File: src/hw/rtl/gpio_eli_pkg.sv
// Types, codes and update functions of the GPIO controller
`timescale 1ns / 1ps

package gpio_eli_pkg;

	localparam int NUM_PINS_DEF = 32;
	localparam int DATA_W       = 32;
	localparam int PIN_W        = 5;

	typedef enum logic [1:0] {
		KIND_READ  = 2'd0,
		KIND_WRITE = 2'd1,
		KIND_PIN   = 2'd2
	} kind_e_t;

	typedef enum logic [2:0] {
		REG_DIR  = 3'd0,
		REG_OUT  = 3'd1,
		REG_IN   = 3'd2,
		REG_IE   = 3'd3,
		REG_IS   = 3'd4,
		REG_TRIG = 3'd5,
		REG_POL  = 3'd6,
		REG_NONE = 3'd7
	} reg_e_t;

	typedef struct packed {
		logic [1:0]        kind;
		logic [2:0]        reg_index;
		logic [DATA_W-1:0] write_value;
		logic [PIN_W-1:0]  pin_index;
	} in_item_t;

	typedef struct packed {
		logic [DATA_W-1:0] read_data;
		logic              irq;
		logic [DATA_W-1:0] drive_lines;
	} out_item_t;

	// Architectural state of the controller
	typedef struct packed {
		logic [DATA_W-1:0] dir;
		logic [DATA_W-1:0] latch;
		logic [DATA_W-1:0] ie;
		logic [DATA_W-1:0] st;
		logic [DATA_W-1:0] trig;
		logic [DATA_W-1:0] pol;
		logic [DATA_W-1:0] lv;
	} regs_t;

	// Set status on enabled edge-mode pins that changed to their active level
	function automatic regs_t latch_edges(regs_t r, logic [DATA_W-1:0] changed,
			logic [DATA_W-1:0] m);
		regs_t o;
		logic [DATA_W-1:0] hit;
		o = r;
		hit = changed & r.ie & ~r.trig & ~(r.lv ^ r.pol);
		o.st = r.st | (hit & m);
		return o;
	endfunction

	// Drive output pins from the latch, catch edges, re-evaluate level status
	function automatic regs_t refresh(regs_t r, logic [DATA_W-1:0] m);
		regs_t o;
		logic [DATA_W-1:0] outs;
		logic [DATA_W-1:0] val;
		logic [DATA_W-1:0] lvl;
		o = r;
		outs = r.dir & m;
		o.lv = (r.lv & ~outs) | (r.latch & outs);
		o = latch_edges(o, (r.lv ^ o.lv) & m, m);
		val = (o.dir & o.latch) | (~o.dir & o.lv);
		lvl = o.ie & o.trig & m;
		o.st = (o.st & ~lvl) | (lvl & ~(val ^ o.pol));
		return o;
	endfunction

endpackage

File: src/hw/rtl/gpio_controller_edge_level_irq.sv
// Top level of the GPIO controller with edge and level interrupts
`timescale 1ns / 1ps
// Usage:
//   Input channel (item_valid, item_stall, item) carries bus reads, bus
//   writes and external pin events. Output channel (result_valid,
//   result_stall, result) returns one result per item, in order: read data,
//   the combined irq line and the driven output pin values, all taken after
//   the item's register update.
//   Path: an accepted item is held in the item register, and its result
//   is registered in the result register when the output is free.
//   Throughput: one item per cycle while the result is not stalled; the
//   item register and the result register are separate, and each register
//   update is a single pass of bitwise logic over the 32-bit registers.
//   Reset: the controller registers clear to zero and both stages empty;
//   the result payload is undefined until the first result is valid.
//   Stall: while result_stall holds a waiting result, one more item is
//   taken into the item register; then item_stall rises until the result
//   moves. Register updates happen only when an item moves into the result
//   register, so stalls never change the state.
module gpio_controller_edge_level_irq #(
	parameter int NUM_PINS = gpio_eli_pkg::NUM_PINS_DEF
) (
	input  logic                    clk,
	input  logic                    arst_n,
	input  logic                    item_valid,
	output logic                    item_stall,
	input  gpio_eli_pkg::in_item_t  item,
	output logic                    result_valid,
	input  logic                    result_stall,
	output gpio_eli_pkg::out_item_t result
);
	import gpio_eli_pkg::*;

	logic      valid_s1;
	in_item_t  item_s1;
	logic      advance;
	out_item_t res_next;
	out_item_t res_q;

	// Move the held item on when the result register is free or draining
	assign advance    = valid_s1 && (!result_valid || !result_stall);
	assign item_stall = valid_s1 && !advance;

	// Hold the accepted item
	always_ff @(posedge clk or negedge arst_n) begin
		if (!arst_n) begin
			valid_s1 <= 1'b0;
		end else if (!item_stall) begin
			valid_s1 <= item_valid;
		end
	end

	always_ff @(posedge clk) begin
		if (!item_stall && item_valid) begin
			item_s1 <= item;
		end
	end

	gpio_eli_core #(
		.NUM_PINS(NUM_PINS)
	) u_core (
		.clk    (clk),
		.arst_n (arst_n),
		.exec   (advance),
		.item   (item_s1),
		.result (res_next)
	);

	// Register the result and hold it while stalled
	always_ff @(posedge clk or negedge arst_n) begin
		if (!arst_n) begin
			result_valid <= 1'b0;
		end else if (!result_valid || !result_stall) begin
			result_valid <= advance;
		end
	end

	always_ff @(posedge clk) begin
		if (advance) begin
			res_q <= res_next;
		end
	end

	assign result = res_q;

endmodule

File: src/hw/rtl/gpio_eli_core.sv
// Register file and single-pass item execution of the GPIO controller
`timescale 1ns / 1ps

module gpio_eli_core #(
	parameter int NUM_PINS = gpio_eli_pkg::NUM_PINS_DEF
) (
	input  logic                   clk,
	input  logic                   arst_n,
	input  logic                   exec,
	input  gpio_eli_pkg::in_item_t item,
	output gpio_eli_pkg::out_item_t result
);
	import gpio_eli_pkg::*;

	localparam logic [63:0] OnesWide = (64'd1 << NUM_PINS) - 64'd1;
	localparam logic [DATA_W-1:0] PinMask = OnesWide[DATA_W-1:0];

	regs_t cur_q;
	regs_t nxt;
	logic [DATA_W-1:0] rd;
	logic [DATA_W-1:0] bit_sel;
	logic              pin_ok;

	assign bit_sel = {{(DATA_W-1){1'b0}}, 1'b1} << item.pin_index;
	assign pin_ok  = {1'b0, item.pin_index} < (PIN_W+1)'(NUM_PINS);

	// Compute the state after the item and the read data
	always_comb begin
		nxt = cur_q;
		rd  = '0;
		unique case (kind_e_t'(item.kind))
			KIND_READ: begin
				unique case (reg_e_t'(item.reg_index))
					REG_DIR:  rd = cur_q.dir;
					REG_OUT:  rd = cur_q.latch;
					REG_IN:   rd = ((cur_q.dir & cur_q.latch) | (~cur_q.dir & cur_q.lv))
							& PinMask;
					REG_IE:   rd = cur_q.ie;
					REG_IS:   rd = cur_q.st;
					REG_TRIG: rd = cur_q.trig;
					REG_POL:  rd = cur_q.pol;
					default:  rd = '0;
				endcase
			end
			KIND_WRITE: begin
				unique case (reg_e_t'(item.reg_index))
					REG_DIR: begin
						nxt.dir = item.write_value;
						nxt = refresh(nxt, PinMask);
					end
					REG_OUT: begin
						nxt.latch = item.write_value;
						nxt = refresh(nxt, PinMask);
					end
					REG_IE:   nxt.ie = item.write_value;
					REG_IS:   nxt.st = cur_q.st & ~item.write_value;
					REG_TRIG: begin
						nxt.trig = item.write_value;
						nxt = refresh(nxt, PinMask);
					end
					REG_POL: begin
						nxt.pol = item.write_value;
						nxt = refresh(nxt, PinMask);
					end
					default: nxt = cur_q;
				endcase
			end
			KIND_PIN: begin
				if (pin_ok) begin
					nxt.lv = item.write_value[0] ? (cur_q.lv | bit_sel) : (cur_q.lv & ~bit_sel);
					nxt = latch_edges(nxt, (cur_q.lv ^ nxt.lv) & PinMask, PinMask);
					nxt = refresh(nxt, PinMask);
				end
			end
			default: nxt = cur_q;
		endcase
	end

	// Commit the state when the item executes
	always_ff @(posedge clk or negedge arst_n) begin
		if (!arst_n) begin
			cur_q <= '0;
		end else if (exec) begin
			cur_q <= nxt;
		end
	end

	// Form the result from the updated state
	assign result.read_data   = rd;
	assign result.irq         = |(nxt.st & nxt.ie);
	assign result.drive_lines = nxt.latch & nxt.dir & PinMask;

endmodule

File: config.mk
export PLATFORM = sky130hd
export DESIGN_NAME = gpio_controller_edge_level_irq
export DESIGN_NICKNAME = d
export VERILOG_FILES = /design/src/hw/rtl/gpio_eli_pkg.sv /design/src/hw/rtl/gpio_controller_edge_level_irq.sv /design/src/hw/rtl/gpio_eli_core.sv
export SDC_FILE = /design/constraint.sdc
export NUM_CORES = 1
export LEC_CHECK = 0
export ABC_AREA = 1
export BUFFER_PORTS_ARGS = -buffer_cell sky130_fd_sc_hd__buf_2
export CAP_MARGIN = 20
export CORE_ASPECT_RATIO = 1.5
export CORE_MARGIN = 2
export CORE_UTILIZATION = 30
export CTS_CLUSTER_DIAMETER = 200
export CTS_CLUSTER_SIZE = 14
export DETAILED_ROUTE_END_ITERATION = 16
export GPL_TIMING_DRIVEN = 0
export PLACE_DENSITY_LB_ADDON = 0.08
export SETUP_SLACK_MARGIN = 0.2
export SYNTH_ARGS = -nofsm -noshare
export SYNTH_HDL_FRONTEND = slang
export SYNTH_SLANG_ARGS = --single-unit
File: constraint.sdc
create_clock -name clk -period 4 [get_ports clk]
set_input_delay 0.8 -clock clk [delete_from_list [all_inputs] [get_ports clk]]
set_output_delay 0.8 -clock clk [all_outputs]
set_load 0.01 [all_outputs]
# Word level (Yosys, flattened, before mapping)
# Index checks and enable logic that the tools add are counted.
dict set report classes {
  eq_ne 9
  shift 1
  muxes 7
  bitwise_logic 101
  reduce_logical 15
}
# operator n
set op_table {}
lappend op_table {{$and A32 B32 Y32} 43}
lappend op_table {{$or A32 B32 Y32} 20}
lappend op_table {{$not A32 Y32} 17}
lappend op_table {{$xor A32 B32 Y32} 16}
lappend op_table {{$pmux W224 S2} 1}
lappend op_table {{$pmux W96 S4} 1}
lappend op_table {{$pmux W32 S7} 1}
lappend op_table {{$pmux W32 S5} 1}
lappend op_table {{$pmux W64 S2} 1}
lappend op_table {{$mux W32} 2}
lappend op_table {{$reduce_or A32 Y1} 1}
lappend op_table {{$shl A1 B5 Y32 const A} 1}
lappend op_table {{$reduce_and A7 Y1} 2}
lappend op_table {{$eq A3 B3 Y1 const B} 3}
lappend op_table {{$eq A3 B2 Y1 const B} 2}
lappend op_table {{$ne A5 B3 Y1 const B} 1}
lappend op_table {{$not A1 Y1} 5}
lappend op_table {{$logic_not A1 Y1} 4}
lappend op_table {{$eq A3 B1 Y1 const B} 1}
lappend op_table {{$logic_and A1 B1 Y1} 3}
lappend op_table {{$logic_not A3 Y1} 1}
lappend op_table {{$reduce_and A3 Y1} 1}
lappend op_table {{$eq A2 B1 Y1 const B} 1}
lappend op_table {{$eq A2 B2 Y1 const B} 1}
lappend op_table {{3 further kinds} 3}
dict set report totals {
  ff_bits 333
  in_bits 46
}

# Longest topological paths before layout
dict set report depth {
  word_depth 16
  mapped_depth 20
}

# Hierarchy
# A second synthesis with hierarchy kept.
dict set report hier_totals {
  cells_unflattened 4229
  hier_area_um2 26321.5
}
# module instances cells_per_inst area_per_inst_um2 seq_area_each_um2
set by_module_without_submodules {}
lappend by_module_without_submodules {gpio_eli_core 1 4110 23013.3 5605.4}
lappend by_module_without_submodules {gpio_controller_edge_level_irq 1 119 3308.2 3263.1}

# Worst setup path after synthesis
# OpenSTA, ideal clock, no wires.
dict set report synth_path {
  path_type {in2reg}
  startpoint {in result_stall}
  endpoint {reg res_q, in the netlist result[0], enable pin}
  setup_ns 0.452
  t_arrival_ns 3.400
  required_ns 3.548
  slack_ns 0.148
  cell_stages 5
  path_cell_list {nand2_1 > inv_1 > nor2_1 > clkbuf_1 > clkbuf_1}
}
dict set report synth_between {
  elab_chain_cells 3
}
# element line_no
set synth_lines {}
lappend synth_lines {{from (decl)} gpio_controller_edge_level_irq.sv:29} ;# input logic result_stall,
lappend synth_lines {{$logic_not A1 Y1} gpio_controller_edge_level_irq.sv:41} ;# assign advance = valid_s1 && (!result_valid || !result_stall);
lappend synth_lines {{$logic_or A1 B1 Y1} gpio_controller_edge_level_irq.sv:41}
lappend synth_lines {{$logic_and A1 B1 Y1} gpio_controller_edge_level_irq.sv:41}
lappend synth_lines {{named net advance} gpio_controller_edge_level_irq.sv:36} ;# logic advance;
lappend synth_lines {{to (signal assigned)} gpio_controller_edge_level_irq.sv:80} ;# res_q <= res_next;
lappend synth_lines {{to (decl)} gpio_controller_edge_level_irq.sv:38} ;# out_item_t res_q;
# The timed path passes the listed nets, and every way through them passes these cells.
# A chain may end at the register's enable or synchronous reset.

==> metrics.txt <==
status=complete, no violations; remaining global-route overflow=0; R2R cell count=18; Netlist Area Pre-Place=25,980 um2; R2R Setup Slk=80 ps; Hold Path Class=primary input to asynchronous set/reset pin; VDD IR-drop max=0.0003471 V; worst-path cell chain=buf_2 -> inv_2 -> clkbuf_4 -> nand3_1 -> nand2_1 -> nand2_1 -> nand3_1 -> nand2_1 -> nand2_1 -> nand2_1 -> nand2_1 -> nand3_1 -> nand3_1 -> nand2_1 -> nor2_1 -> nand2_1 -> nor2_1 -> nand2_1; Die Span X=244.3 um; syn_area_per_cell=6.282 um2; Power per Cell Area=417.7 nW/um2; DRC viols=0; Required @ worst endpoint=4350 ps; reg2reg start=item_s1[5]; final wirelength=165,800 um; via count=31,990; die area=89,030 um2; number of synthesized flops with an enable pin=107; post-synthesis mux area share=0%; Slew Viols, Final=0; DRT iter0 DRCs=3,256; Area Overhead vs Synth=14.75%; CP max stage cell=inv_2; share of cells above drive strength 1=7.445%; fin util=34.65%; DR WL/cell=30.15 um; Int Pwr=6.659 mW; setup TNS=0 ps; Port Buf Inserts=112; clock root cell=clkbuf_16; crit path DAT=4280 ps; fmax=0.2550 GHz; Top cell by count, worst path=nand2_1; DP HPWL=119,100 um; CP delay by family, top=simple AND/OR/NAND/NOR gates; Max-Cap Viols=0; Compound-Gate Fraction of Synth Area=18.07%; nets=4,385; Adder-Cell Fraction of Synth Area=0.1445%; CTS Sinks=333; Hold Slack=56.83 ps; setup violators final=0; GP Congestion=0.9992; Detailed Routing Iterations Pass 1=8; number of vias per cell=5.818; static leakage=13.83 nW; crit-path max cell delay=510 ps; Yosys warning count=0; pin count of the biggest net entering global routing=75; met3 GRT Util=7.542%; clk_lat worst skew=650 ps; CTS Buffer Depth=3; number of global-route vias before repair=30,070; Clock Power Share=22.4%; sequential area share after synthesis=34.13%; post-synthesis xor/xnor area fraction=1.214%; Worst-Margin Slew=1285 ps; H-Tree Depth=1; Stages on worst setup path=18; die height=364.4 um; CTS hold repair buffers=0; Syn Nets=4,185; met2 Use GR=59.01%; Final period util=98.05%; CP Max Fanout=10; Post-Syn Instances=4,136; Yosys top cell area share=21.77%; Post-synth ARST share=67.87%; Comb pwr share=40.7%; grt met1 use=41.68%; Flop pwr share=36.9%; largest area contributor in the netlist=dfrtp_1; final hold vios=0; io pins=113; Most Used Layer, Global Route=met2; worst path bufs/invs=3; antenna viol nets, final=0; CTS clk-pin slew, worst paths=80 ps; Sw Ratio=46.52%; CTS tree=built; Synth Area in Simple Gates=37.08%; relative slew slack=14.36%; number of cell rows=132; RSZ-0062 raised after global routing=true; register bit total from synthesis=333; ranking of synthesized cells by area=dfrtp_1 (22%), nand2_1 (22%), edfxtp_1 (12%); P_sw=5.794 mW; Startpoint Class=flop; main combinational cell family by area after synthesis=simple AND/OR/NAND/NOR gates; cts bufs inserted=27; total track usage=36.42%; Distinct cells, synth=44; core area=86,050 um2; initial core utilization=30.20%; first-pass GRT wire length=227,600 um; initial antenna violation count=10; critical path type=flop to flop; dominant synthesized flop cell=dfrtp_1; critical path capture point type=flop; post-layout min period=3922 ps; Tot Pwr=12.45 mW; skew final=33.78 ps; FF-to-FF End=result[32]
==> through the flow <==
stage | cells | worst slack (ps) | area [um2]
3_5_place_dp | 5437 | -664.9 | 28830
4_1_cts | 5481 | 57.59 | 29640
6_report | 5499 | 78.15 | 29810
5_1_grt | 5491 | 64.37 | 29790
3_3_place_gp | 5387 | -3019 | 27970
2_1_floorplan | 4136 | 1167 | 25980
==> final cells by class <==
| cell class | instances | area, um2 |
|---|---|---|
| fillers | 9566 | 56230 |
| diodes | 8 | 20.02 |
| multi-input cells | 3174 | 14740 |
| clock buffers | 44 | 739.5 |
| plain buffers | 186 | 870.8 |
| repair buffers | 172 | 1478 |
| well taps | 1139 | 1425 |
| flip-flops and latches | 333 | 8869 |
| inverters | 442 | 1667 |
| clock inverters | 1 | 5.005 |
==> cells in the final DEF, fill, tap and decap left out, types with 9 or more instances in the layout <==
cell       instances
o211ai_1          19
and2_1            29
o22ai_1          176
inv_2             10
a2111oi_0         11
buf_8             42
clkbuf_1         119
nor2_1           183
edfxtp_1         107
nand4_1           51
dfrtp_1          226
nand2_2           10
o21ai_0          338
a21oi_1          210
xor2_1            36
clkbuf_2          27
a21boi_0          12
buf_4             21
a31oi_1            9
inv_1            423
buf_2            134
a221oi_1          20
nand3_1          500
nand2_1         1500
a32o_1            12
clkbuf_16         27
buf_1             11
==> how the worst max path moves through the flow <==
stage,from,to,slack (ps)
floorplan,result_stall,result[0],1170
global placement,arst_n,u_core.cur_q[204],-3020
detailed placement,item_s1[41],result[32],-660
CTS,item_s1[41],result[32],60
global route,item_s1[5],result[32],60
finish,item_s1[5],result[32],80
==> what timing repair did <==
action | 4_1_cts | 5_1_grt
buffers inserted | 0 | 8
gates resized for setup | 24 | 25
endpoints found under the setup margin | 154 | 29
==> power groups by stage <==
stage	Clock [mW]	Sequential [mW]	Combinational (mW)
6_report	2.78	4.60	5.07
5_1_grt	2.93	4.64	5.43
4_1_cts	2.83	4.57	4.90
3_5_place_dp	0	4.63	4.87
3_3_place_gp	0	4.65	4.77
2_1_floorplan	0	4.49	2.88
==> Yosys cell counts (all sizes together), types with 2 or more instances <==
| master | instances |
|---|---|
| a211oi | 2 |
| ha | 3 |
| a21oi | 212 |
| a22o | 2 |
| nor2 | 194 |
| inv | 435 |
| nand4 | 52 |
| nor3 | 8 |
| a2111oi | 13 |
| xor2 | 36 |
| o22ai | 176 |
| a31oi | 9 |
| a21boi | 13 |
| buf | 54 |
| nand2 | 1512 |
| clkinv | 7 |
| clkbuf | 133 |
| and2 | 29 |
| dfrtp | 226 |
| a32o | 12 |
| o221ai | 3 |
| o21ai | 345 |
| a221oi | 20 |
| o211ai | 19 |
| o31ai | 2 |
| edfxtp | 107 |
| nand3 | 509 |
==> flip-flops by register name (all words and copies together), names as in the netlist <==
name / flops
result_valid: 1
item_s1: 42
u_core.cur_q: 224
valid_s1: 1
result: 65
==> layer usage <==
layer / share of wire, % / vias up
li1: - / 14180
met1: 37 / 15460
met2: 45 / 1754
met3: 8.7 / 589
met4: 9.5 / 8
met5: 0.035 / -
==> logic make-up after synthesis <==
kind of cell | after synthesis
buffers and inverters | 629
AOI/OAI and AO/OA | 830
DFF | 333
xor gates and xnor gates | 36
adders and majority gates | 3
and+or+nand+nor | 2305
No activity file was read; power rests on OpenSTA's default activity.
